### config.mk
export PLATFORM = sky130hd
export DESIGN_NAME = predicted_crossings_accumulator_core
export DESIGN_NICKNAME = d
export VERILOG_FILES = /design/src/sv/pca_pkg.sv /design/src/sv/pca_divider.sv /design/src/sv/predicted_crossings_accumulator_core.sv
export SDC_FILE = /design/constraint.sdc
export NUM_CORES = 2
export LEC_CHECK = 0
export BUFFER_PORTS_ARGS = -buffer_cell sky130_fd_sc_hd__buf_2
export CAP_MARGIN = 10
export CORE_MARGIN = 1.5
export CORE_UTILIZATION = 41
export CTS_CLUSTER_DIAMETER = 150
export CTS_CLUSTER_SIZE = 30
export DETAILED_ROUTE_END_ITERATION = 8
export PLACE_DENSITY = 0.6
export SLEW_MARGIN = 10
export SYNTH_ARGS = -nofsm -noshare
export SYNTH_HDL_FRONTEND = slang
export SYNTH_SLANG_ARGS = --single-unit
### constraint.sdc
create_clock -name clk -period 10.6 [get_ports clk]
set_input_delay 1.59 -clock clk [delete_from_list [all_inputs] [get_ports clk]]
set_output_delay 1.59 -clock clk [all_outputs]
set_load 0.1 [all_outputs]
### src/sv/pca_pkg.sv
// shared types and constants for the predicted crossings accumulator
`default_nettype none

package pca_pkg;

  // fixed field widths
  localparam int POS_W = 16;
  localparam int SUM_W = 64;
  localparam int NV_W  = 17;

  // one input transaction
  typedef struct packed {
    logic [POS_W-1:0] pos_a1;
    logic [POS_W-1:0] pos_a2;
    logic [POS_W-1:0] pos_b1;
    logic [POS_W-1:0] pos_b2;
    logic             last_pair;
  } in_item_t;

  // one result transaction
  typedef struct packed {
    logic [SUM_W-1:0] expected_crossings;
    logic             zero_denominator_seen;
  } out_item_t;

  // main sequencer
  typedef enum logic [2:0] {
    S_IDLE,
    S_SETUP,
    S_MUL,
    S_DRAIN,
    S_CHECK,
    S_DIV,
    S_ADD
  } state_t;

  // product steps issued to the shared multiplier
  typedef enum logic [2:0] {
    P_ALPHA_MAIN,
    P_ALPHA_SQ,
    P_BETA_HEAD,
    P_BETA_MID,
    P_BETA_TAIL,
    P_BETA_LAST
  } prod_step_t;

  // divider status toward the sequencer
  typedef struct packed {
    logic busy;
    logic done;
  } div_status_t;

endpackage

`default_nettype wire

### src/sv/pca_divider.sv
// radix-2 restoring divider producing a saturating fixed-point quotient
`default_nettype none

module pca_divider import pca_pkg::*; #(
  parameter int AW            = 51,
  parameter int FRACTION_BITS = 32
) (
  input  wire logic             clk,
  input  wire logic             rst,
  input  wire logic             start,
  input  wire logic [AW-1:0]    dividend,
  input  wire logic [AW-1:0]    divisor,
  output div_status_t           status,
  output logic      [SUM_W-1:0] quotient
);

  localparam int IW    = SUM_W - FRACTION_BITS;
  localparam int DW    = AW + SUM_W;
  localparam int CW    = AW + IW;
  localparam int CNT_W = $clog2(SUM_W);

  logic             busy;
  logic             done;
  logic [CNT_W-1:0] cnt;
  logic [AW-1:0]    rem;
  logic [AW-1:0]    dvs;
  logic [SUM_W-1:0] qd;
  logic [DW-1:0]    dfull;
  logic             overflow;
  logic [AW:0]      trial;
  logic             fits;

  // scaled dividend and integer part overflow test
  assign dfull    = DW'(dividend) << FRACTION_BITS;
  assign overflow = CW'(dividend) >= {divisor, {IW{1'b0}}};

  // one quotient bit per cycle
  assign trial = {rem, qd[SUM_W-1]};
  assign fits  = trial >= {1'b0, dvs};

  // control
  always_ff @(posedge clk) begin
    if (rst) begin
      busy <= 1'b0;
      done <= 1'b0;
      cnt  <= '0;
    end else begin
      done <= 1'b0;
      if (start) begin
        if (overflow) begin
          done <= 1'b1;
        end else begin
          busy <= 1'b1;
          cnt  <= CNT_W'(SUM_W - 1);
        end
      end else if (busy) begin
        cnt <= cnt - CNT_W'(1);
        if (cnt == '0) begin
          busy <= 1'b0;
          done <= 1'b1;
        end
      end
    end
  end

  // remainder and quotient shift register
  always_ff @(posedge clk) begin
    if (start) begin
      dvs <= divisor;
      if (overflow) begin
        qd <= '1;
      end else begin
        rem <= dfull[SUM_W +: AW];
        qd  <= dfull[SUM_W-1:0];
      end
    end else if (busy) begin
      rem <= fits ? AW'(trial - {1'b0, dvs}) : trial[AW-1:0];
      qd  <= {qd[SUM_W-2:0], fits};
    end
  end

  assign status   = '{busy: busy, done: done};
  assign quotient = qd;

endmodule

`default_nettype wire

### src/sv/predicted_crossings_accumulator_core.sv
// Predicted crossings accumulator: per edge pair alpha/beta term, summed in fixed point.
//
// Input channel in_valid/in_stall/in_data carries one edge pair per transaction.
// The block takes one pair at a time: in_stall is high from the cycle after a
// pair is taken until its term has been added: setup, 6 products through the
// one shared multiplier, a drain step, a check, the one-bit-per-cycle
// restoring divider and its done step, then the add. A term whose integer
// part overflows skips the divider iterations, and a pair with no positive
// beta skips the divider.
// Output channel out_valid/out_stall/out_data carries the sum and the zero beta
// flag, once per pair marked last; sum and flag then clear. The result sits in
// an output register, so the next pair is taken while it waits; only a second
// last pair waits in its add cycle while out_stall holds the earlier result.
// Configuration channel cfg_valid/cfg_ready/cfg_data writes the vertex count;
// it is always ready and is meant to be written while the block is idle.
// Reset (rst, synchronous) clears the sum, the flag and the output valid and
// sets the vertex count to 2.
`default_nettype none

module predicted_crossings_accumulator_core import pca_pkg::*; #(
  parameter int MAX_VERTICES  = 65536,
  parameter int FRACTION_BITS = 32
) (
  input  wire logic            clk,
  input  wire logic            rst,
  input  wire logic            in_valid,
  output logic                 in_stall,
  input  wire in_item_t        in_data,
  output logic                 out_valid,
  input  wire logic            out_stall,
  output out_item_t            out_data,
  input  wire logic            cfg_valid,
  output logic                 cfg_ready,
  input  wire logic [NV_W-1:0] cfg_data
);

  localparam int NW  = $clog2(MAX_VERTICES + 1);
  localparam int CMW = ((NV_W > NW) ? NV_W : NW) + 1;
  localparam int OW  = ((NW > POS_W + 1) ? NW : POS_W + 1) + 3;
  localparam int PW  = 2 * OW;
  localparam int AW  = PW + 3;
  localparam logic [CMW-1:0] MAXV = CMW'(MAX_VERTICES);

  state_t      state;
  state_t      state_next;
  prod_step_t  step;
  logic [NV_W-1:0] num_vertices;

  // captured pair
  logic signed [OW-1:0] d1_r;
  logic signed [OW-1:0] d2_r;
  logic                 item_last;

  // set-up values
  logic signed [OW-1:0] n_r;
  logic signed [OW-1:0] ns_r;
  logic                 c1_r;
  logic                 c2_r;
  logic                 eq_r;

  // polynomial accumulators and shared multiplier
  logic signed [AW-1:0] alpha_acc;
  logic signed [AW-1:0] beta_acc;
  logic signed [OW-1:0] mul_x;
  logic signed [OW-1:0] mul_y;
  logic                 mul_dbl;
  logic                 mul_alpha;
  logic signed [PW-1:0] mul_p;
  logic signed [PW-1:0] prod;
  logic                 prod_vld;
  logic                 prod_dbl;
  logic                 prod_alpha;
  logic signed [AW-1:0] acc_add;

  // sum state
  logic [SUM_W-1:0] running_sum;
  logic             zero_flag;
  logic             use_div;

  logic [POS_W-1:0] len_a;
  logic [POS_W-1:0] len_b;
  logic [CMW-1:0]   nv_ext;
  logic [CMW-1:0]   n_w;
  logic signed [OW-1:0] n_s;
  logic signed [OW-1:0] ns_s;
  logic                 c1_s;
  logic signed [AW-1:0] ns_ext;
  logic signed [AW-1:0] d1_ext;
  logic signed [AW-1:0] beta_init;
  logic signed [OW-1:0] nd1;
  logic signed [OW-1:0] nd2;

  logic             beta_pos;
  logic [AW-1:0]    div_a;
  logic [AW-1:0]    div_b;
  logic             div_start;
  div_status_t      div_status;
  logic [SUM_W-1:0] div_q;
  logic [SUM_W-1:0] addend;
  logic [SUM_W:0]   sum_wide;
  logic [SUM_W-1:0] sum_new;
  logic             out_load;

  // edge lengths
  assign len_a = (in_data.pos_a1 < in_data.pos_a2) ? in_data.pos_a2 - in_data.pos_a1
                                                   : in_data.pos_a1 - in_data.pos_a2;
  assign len_b = (in_data.pos_b1 < in_data.pos_b2) ? in_data.pos_b2 - in_data.pos_b1
                                                   : in_data.pos_b1 - in_data.pos_b2;

  // clamped vertex count and case conditions
  assign nv_ext    = CMW'(num_vertices);
  assign n_w       = (nv_ext < MAXV) ? nv_ext : MAXV;
  assign n_s       = signed'({{(OW - CMW){1'b0}}, n_w});
  assign ns_s      = n_s - (d1_r + d2_r);
  assign c1_s      = !ns_s[OW-1] && (ns_s != '0);
  assign ns_ext    = AW'(ns_s);
  assign d1_ext    = AW'(d1_r);
  // linear part of beta when n > s: 3(s-n) - d1, plus -5(n-s) for unequal lengths
  assign beta_init = !c1_s ? '0
                   : (d1_r == d2_r) ? -((ns_ext <<< 1) + ns_ext) - d1_ext
                                    : -(ns_ext <<< 3) - d1_ext;

  assign nd1 = n_r - d1_r;
  assign nd2 = n_r - d2_r;

  // operand selection for the shared multiplier
  always_comb begin
    mul_x     = '0;
    mul_y     = '0;
    mul_dbl   = 1'b0;
    mul_alpha = 1'b0;
    case (step)
      P_ALPHA_MAIN: begin
        mul_alpha = 1'b1;
        if (c1_r) begin
          mul_x   = d1_r - OW'(1);
          mul_y   = ns_r;
          mul_dbl = 1'b1;
        end else begin
          mul_x = nd2;
          mul_y = nd2 - OW'(1);
        end
      end
      P_ALPHA_SQ: begin
        mul_alpha = 1'b1;
        if (c1_r) begin
          mul_x = d1_r;
          mul_y = d1_r - OW'(1);
        end
      end
      P_BETA_HEAD: begin
        mul_x = nd2;
        mul_y = c1_r ? nd2 : nd2 - OW'(1);
      end
      P_BETA_MID: begin
        if (c1_r) begin
          mul_x = eq_r ? n_r : nd1;
          mul_y = eq_r ? n_r - OW'(3) : nd1;
        end
      end
      P_BETA_TAIL: begin
        if (c1_r) begin
          mul_x = eq_r ? d1_r : d2_r;
          mul_y = eq_r ? OW'(6) - (n_r <<< 1) : -d2_r;
        end
      end
      P_BETA_LAST: begin
        if (eq_r) begin
          mul_x = c2_r ? d1_r : -nd1;
          mul_y = c2_r ? d1_r - OW'(1) : OW'(1) - nd1;
        end else begin
          mul_x = c2_r ? d1_r : -nd2;
          mul_y = c2_r ? (d2_r <<< 1) - d1_r - OW'(3)
                       : (d1_r <<< 1) - d2_r - n_r + OW'(3);
        end
      end
      default: begin
        mul_x = '0;
        mul_y = '0;
      end
    endcase
  end

  assign mul_p   = PW'(mul_x) * PW'(mul_y);
  assign acc_add = prod_dbl ? (AW'(prod) <<< 1) : AW'(prod);

  // division operands: alpha clipped at zero, beta halved
  assign beta_pos = !beta_acc[AW-1] && (beta_acc[AW-1:1] != '0);
  assign div_a    = alpha_acc[AW-1] ? '0 : alpha_acc;
  assign div_b    = {1'b0, beta_acc[AW-1:1]};

  pca_divider #(
    .AW           (AW),
    .FRACTION_BITS(FRACTION_BITS)
  ) u_divider (
    .clk     (clk),
    .rst     (rst),
    .start   (div_start),
    .dividend(div_a),
    .divisor (div_b),
    .status  (div_status),
    .quotient(div_q)
  );

  // saturating sum
  assign addend   = use_div ? div_q : '0;
  assign sum_wide = {1'b0, running_sum} + {1'b0, addend};
  assign sum_new  = sum_wide[SUM_W] ? '1 : sum_wide[SUM_W-1:0];

  // state register
  always_ff @(posedge clk) begin
    if (rst) begin
      state <= S_IDLE;
    end else begin
      state <= state_next;
    end
  end

  // next state and control
  always_comb begin
    state_next = state;
    in_stall   = 1'b1;
    div_start  = 1'b0;
    out_load   = 1'b0;
    case (state)
      S_IDLE: begin
        in_stall = 1'b0;
        if (in_valid) begin
          state_next = S_SETUP;
        end
      end
      S_SETUP: begin
        state_next = S_MUL;
      end
      S_MUL: begin
        if (step == P_BETA_LAST) begin
          state_next = S_DRAIN;
        end
      end
      S_DRAIN: begin
        state_next = S_CHECK;
      end
      S_CHECK: begin
        div_start  = beta_pos;
        state_next = beta_pos ? S_DIV : S_ADD;
      end
      S_DIV: begin
        if (div_status.done) begin
          state_next = S_ADD;
        end
      end
      S_ADD: begin
        out_load = item_last && (!out_valid || !out_stall);
        if (!item_last || out_load) begin
          state_next = S_IDLE;
        end
      end
      default: begin
        state_next = S_IDLE;
      end
    endcase
  end

  // configuration register
  assign cfg_ready = 1'b1;

  always_ff @(posedge clk) begin
    if (rst) begin
      num_vertices <= NV_W'(2);
    end else if (cfg_valid && cfg_ready) begin
      num_vertices <= cfg_data;
    end
  end

  // pair capture, set-up and product accumulation
  always_ff @(posedge clk) begin
    if (state == S_IDLE && in_valid) begin
      d1_r      <= OW'((len_a <= len_b) ? len_a : len_b);
      d2_r      <= OW'((len_a <= len_b) ? len_b : len_a);
      item_last <= in_data.last_pair;
    end
    if (state == S_SETUP) begin
      n_r       <= n_s;
      ns_r      <= ns_s;
      c1_r      <= c1_s;
      c2_r      <= !ns_s[OW-1];
      eq_r      <= (d1_r == d2_r);
      alpha_acc <= '0;
      beta_acc  <= beta_init;
      step      <= P_ALPHA_MAIN;
    end else begin
      if (state == S_MUL) begin
        step <= prod_step_t'(step + 3'd1);
      end
      if (prod_vld) begin
        if (prod_alpha) begin
          alpha_acc <= alpha_acc + acc_add;
        end else begin
          beta_acc <= beta_acc + acc_add;
        end
      end
    end
    prod       <= mul_p;
    prod_dbl   <= mul_dbl;
    prod_alpha <= mul_alpha;
    if (state == S_CHECK) begin
      use_div <= beta_pos;
    end
  end

  always_ff @(posedge clk) begin
    if (rst) begin
      prod_vld <= 1'b0;
    end else begin
      prod_vld <= (state == S_MUL);
    end
  end

  // running sum, flag and output register
  always_ff @(posedge clk) begin
    if (rst) begin
      running_sum <= '0;
      zero_flag   <= 1'b0;
      out_valid   <= 1'b0;
    end else begin
      if (out_load) begin
        out_valid <= 1'b1;
      end else if (out_valid && !out_stall) begin
        out_valid <= 1'b0;
      end
      if (state == S_CHECK && !beta_pos) begin
        zero_flag <= 1'b1;
      end
      if (state == S_ADD) begin
        if (!item_last) begin
          running_sum <= sum_new;
        end else if (out_load) begin
          running_sum <= '0;
          zero_flag   <= 1'b0;
        end
      end
    end
  end

  always_ff @(posedge clk) begin
    if (out_load) begin
      out_data.expected_crossings    <= sum_new;
      out_data.zero_denominator_seen <= zero_flag;
    end
  end

`ifndef SYNTHESIS
  a_stall_after_accept: assert property (@(posedge clk) disable iff (rst)
    (in_valid && !in_stall) |=> in_stall)
    else $error("block not busy after taking a pair");

  a_divider_in_div: assert property (@(posedge clk) disable iff (rst)
    (div_status.busy || div_status.done) |-> (state == S_DIV))
    else $error("divider active outside the divide state");

  a_result_from_last: assert property (@(posedge clk) disable iff (rst)
    $rose(out_valid) |-> $past(state == S_ADD && item_last))
    else $error("result raised without a last pair");
`endif

endmodule

`default_nettype wire
# [Word level (Yosys, flattened, before mapping)]
# Cells that the tools add are included.
[totals] in_bits=87 out_inout_bits=68 reg_bits=523
[op_classes] mux=72 n_eq_ne=19 reduce_logical=28 mul=1 n_addsub=32 magnitude_cmp=6
[op_table] op="$mux W64" n=7
[op_table] op="$mux W43" n=9
[op_table] op="$mux W20" n=19
[op_table] op="$pmux W20 S6" n=2
[op_table] op="$add A43 B41 Y43" n=2
[op_table] op="$neg A43 Y43" n=2
[op_table] op="$sub A43 B43 Y43" n=2
[op_table] op="$ge A42 B74 Y1" n=1
[op_table] op="$add A64 B64 Y65" n=1
[op_table] op="$mux W16" n=4
[op_table] op="$sub A16 B16 Y16" n=4
[op_table] op="$neg A20 Y20" n=3
[op_table] op="$ge A44 B42 Y1" n=1
[op_table] op="$sub A43 B42 Y43" n=1
[op_table] op="$mux W42" n=1
[op_table] op="$reduce_bool A42 Y1" n=1
[op_table] op="$mul A20 B20 Y40" n=1
[op_table] op="$mux W40" n=1
[op_table] op="$sub A19 B20 Y20" n=2
[op_table] op="$sub A20 B2 Y20 const B" n=2
[op_table] op="$sub A20 B20 Y20" n=2
[op_table] op="$lt A16 B16 Y1" n=2
[op_table] op="$add A21 B20 Y22" n=1
[op_table] op="$pmux W3 S7" n=1
[op_table] op="33 further kinds" n=86

# [Logic depth before layout (Yosys ltp)]
[depth] ltp_word=9 depth_mapped=45 mapped_depth_nobuf=43

# [Hierarchy]
# A second synthesis with hierarchy kept.
[hier_totals] cells_unflattened=7187 hier_area_um2=62328.5
[modules_own_cells] module="predicted_crossings_accumulator_core" n_inst=1 cells_each=6238 area_each_um2=52987.1 seq_area_each_um2=8968.6
[modules_own_cells] module="pca_divider" n_inst=1 cells_each=949 area_each_um2=9341.5 seq_area_each_um2=4664.5

# [Least setup slack after synthesis]
# OpenSTA, ideal clock, no wires.
[synth_path] kind="reg2reg" start="reg n_r[1]" end="reg prod[39]" path_stages_with_launch=42 path_slack_ns=0.519 t_arrival_ns=10.009 n_path_buf=1 required_ns=10.528 cell_sequence="edfxtp_1 -> inv_1 -> fa_1 -> xor2_1 -> ha_1 -> ha_1 -> fa_1 -> a21o_1 -> a21oi_1 -> o21bai_1 -> a21oi_1 -> o211ai_1 -> nand4_1 -> nand2_1 -> xor2_1 -> a22oi_1 -> o21ai_1 -> or4b_4 -> [6 not listed] -> inv_1 -> fa_1 -> fa_1 -> inv_1 -> fa_1 -> inv_1 -> fa_1 -> ha_1 -> a21oi_1 -> o21ai_0 -> a221o_1 -> a21oi_1 -> o221ai_1 -> nand3_1 -> a21boi_0 -> a31o_2 -> a21oi_1 -> xnor2_1"
[synth_between] elab_chain_len=6 word_cells_on_any_way=28
[synth_lines] item="start: declaration" line="predicted_crossings_accumulator_core.sv:55" text="logic signed [OW-1:0] n_r;"
[synth_lines] item="start signal: assignment" line="predicted_crossings_accumulator_core.sv:283" text="n_r <= n_s;"
[synth_lines] item="$sub A19 B20 Y20, or another cell as far along" line="predicted_crossings_accumulator_core.sv:124" text="assign nd2 = n_r - d2_r;"
[synth_lines] item="$neg A20 Y20, or another cell as far along" line="predicted_crossings_accumulator_core.sv:172" text="mul_x = c2_r ? d1_r : -nd2;"
[synth_lines] item="$mux W20, on equally long branches"
[synth_lines] item="$mux W20" line="predicted_crossings_accumulator_core.sv:168" text="if (eq_r) begin"
[synth_lines] item="$pmux W20 S6" line="predicted_crossings_accumulator_core.sv:132" text="case (step)"
[synth_lines] item="$mul A20 B20 Y40 (*)" line="predicted_crossings_accumulator_core.sv:184" text="assign mul_p = PW'(mul_x) * PW'(mul_y);"
[synth_lines] item="via mul_p[39]" line="predicted_crossings_accumulator_core.sv:68" text="logic signed [PW-1:0] mul_p;"
[synth_lines] item="end signal: assignment" line="predicted_crossings_accumulator_core.sv:303" text="prod <= mul_p;"
[synth_lines] item="end: declaration" line="predicted_crossings_accumulator_core.sv:69" text="logic signed [PW-1:0] prod;"
# Mark *: on every way through the listed nets, which the timed path passes. The rest lies on a longest branch.
# A chain may end at the register's enable or synchronous reset.

# [Final worst setup path]
[layout_path] start="reg n_r[0]" end="reg prod[31]"
# The elaborated chain is that of the path after synthesis.

==> summary.md <==
| Metric | Value |
|---|---|
| Core area | 150000 sq um |
| Largest net degree at the start of global routing | 85 |
| Synth Register Bits | 514 |
| CTS tree | done |
| Worst Setup Start Kind | flip-flop |
| Ports | 155 |
| Cts hold-fix bufs | 0 |
| Post-synth ARST share | 0% |
| Share of layout cells above drive strength 1 | 8.34% |
| Vias | 52400 |
| Final worst path period share | 96.9% |
| Final Non-Filler Cells | 9333 |
| Num rows | 142 |
| Unique cell type count in the Yosys netlist | 114 |
| Setup violations, final | 0 |
| Total wire length | 192000 um |
| # clock sinks | 514 |
| Hpwl dp | 154000 um |
| Die width | 391 um |
| Avg WL per Cell | 20.6 um |
| Gpl congestion | 0.991 |
| NumNets Final | 8491 |
| Clk_lat worst skew | 0.66 ns |
| Synthesized area | 61700 sq um |
| Area Overhead vs Synth | 8.22% |
| Tightest Pin Transition | 1.16 ns |
| Worst reg2reg startpoint | n_r[0] |
| Num CTS Buffers | 24 |
| CP startpoint | n_r[0] |
| Clock Pin Slew Worst Setup and Hold Paths | 0.12 ns |
| Crit-path max FO | 19 |
| Clock skew | 0.0528 ns |
| Drt pass-1 iters | 8 |
| Die height | 391 um |
| DP Cell Count | 9276 |
| Iter 0 DRT Violations | 4125 |
| Area used by multi-input combinational logic | 44000 sq um |
| Final ANT Viol Nets | 0 |
| Post-DP Area | 65700 sq um |
| Top_reg_cell synth | edfxtp_1 |
| Mapped Nets | 8372 |
| WP data required | 11.14 ns |
| Post-synthesis sequential area ratio | 22.1% |
| Number of flops mapped to enable cells by yosys | 331 |
| CTS root buf | clkbuf_16 |
| Crit end category | flip-flop |
| Flip-flop and latch area | 13600 sq um |
| I/O Buffers | 153 |
| FMAX | 0.0973 GHz |
| H-tree depth reported by CTS | 1 |
| Hold Fails Final Rpt | 0 |
| Worst hold start | running_sum[59] |
| Clk buf depth | 3 |
| Total GRT Usage | 24.9% |
| First-pass GRT wire length | 300000 um |
| Syn Area/Cell | 8.60 sq um |
| Most used cell, CP | fa_1 |
| Max_cap viols | 0 |
| Initial antenna violation count | 4 |
| CP max stage cell | o31ai_1 |
| GR Overflow Total | 0 |
| CP arrival | 10.81 ns |
| Slew margin rel. | 22.1% |
| Post-route DRC | 0 |
| HP Class | reg2reg |
| CP Class | reg2reg |
| Status | finished, final reports clean |
| Post-synthesis cell count | 7176 |
| Die Area | 153000 sq um |
| Filler cells | 15000 |
| Slew Limit Fails | 0 |
| Vias per cell | 5.61 |
| Yosys warns | 0 |
| Fin crit period | 10.27 ns |
| Initial Util | 41.2% |
| Final instance area | 66800 sq um |
| CP max stage delay | 0.63 ns |
| Vias in the first global route | 51900 |
## worst max-delay path, delay by kind of cell (launching register included)
kind,cells,cell delay (ns)
adder cells (fa/ha/maj),10,4.62
flip-flops,1,0.44
AO/OA/AOI/OAI,10,2.38
AND/OR/NAND/NOR,7,1.18
XOR/XNOR,2,0.35
buffers and inverters,9,1.17
## cells by family after synthesis
| kind of cell | Yosys count | synth area share [%] |
|---|---|---|
| and+or+nand+nor | 2123 | 16.4 |
| adders and majority gates | 1111 | 28.2 |
| muxes | 124 | 2.26 |
| other | 1 | 0.00608 |
| xor gates and xnor gates | 444 | 6.34 |
| DFF | 514 | 22.1 |
| AOI/OAI and AO/OA | 1721 | 17.7 |
| buffers and inverters | 1138 | 7.08 |
## timing repair
item	in CTS	in global routing
gates resized for setup	0	47
setup endpoints to repair	0	15
buffers inserted	0	9
## final timing paths
| path | to | slack (ns) | cells past startpoint |
|---|---|---|---|
| hold / removal | running_sum[59] | 0.47 | 2 |
| hold reg to reg | running_sum[59] | 0.47 | 2 |
| setup reg to reg | prod[31] | 0.33 | 38 |
| setup / recovery | prod[31] | 0.33 | 38 |
## synthesized netlist by cell type, types with 97 or more instances
master	count	area [sq um]
nor2b_1	113	707
dfxtp_1	183	3660
clkbuf_1	221	830
and2_1	159	995
xnor2_1	311	2720
inv_1	839	3150
a21o_1	221	1660
nor3_1	97	485
nand2_1	859	3220
edfxtp_1	331	9940
ha_1	644	8060
o21ai_0	320	1600
xor2_1	130	1140
nand3_1	100	500
nor2_1	394	1480
a21oi_1	581	2910
fa_1	465	9310
## placed cells by master, fill, tap and decap left out, types with 152 or more instances in the layout
| cell | count |
|---|---|
| fa_1 | 462 |
| a21oi_1 | 570 |
| o21ai_0 | 310 |
| nor2_1 | 392 |
| xnor2_1 | 310 |
| inv_1 | 837 |
| nand2_1 | 855 |
| a21o_1 | 221 |
| and2_1 | 158 |
| edfxtp_1 | 331 |
| buf_2 | 152 |
| buf_4 | 228 |
| dfxtp_1 | 182 |
| ha_1 | 642 |
## sequential cells by signal, summed over array words and instances, names as in the netlist, 17 cells and up
name	flops
u_divider.rem	43
n_r	17
beta_acc	43
running_sum	64
num_vertices	17
out_data	65
alpha_acc	43
prod	40
u_divider.quotient	64
ns_r	20
u_divider.dvs	42
## final cells by class
cell class,instances,share of cell area (%)
multi-input combinational,5524,65.9
sequential,514,20.4
inverter,841,4.74
timing repair buffer,390,3.98
tap,2016,3.78
clock buffer,35,0.961
clock inverter,9,0.231
antenna,4,0.0150
## metal layers
| metal | vias to the layer above | wire [um] | GRT usage, % |
|---|---|---|---|
| met5 | - | 162 | 0 |
| met4 | 4 | 5860 | 6.62 |
| met3 | 282 | 14100 | 3.52 |
| met2 | 1747 | 86700 | 40.5 |
| met1 | 25500 | 85200 | 34.5 |
| li1 | 24800 | - | - |
## through the flow
step	hold slack [ns]	setup TNS (ns)	setup WS, ns	util, %
6_report	0.469	0	0.325	44.6
4_1_cts	0.470	0	0.000882	44.4
3_5_place_dp	0.454	0	0.0719	43.9
5_1_grt	0.484	-0.0391	-0.0227	44.6
2_1_floorplan	0.409	0	0.519	-
3_3_place_gp	0.446	0	0.0717	43.9
Power is left out: the tool's default activity adds up to more than one toggle a clock period on the data nets, which glitch-free logic cannot reach.
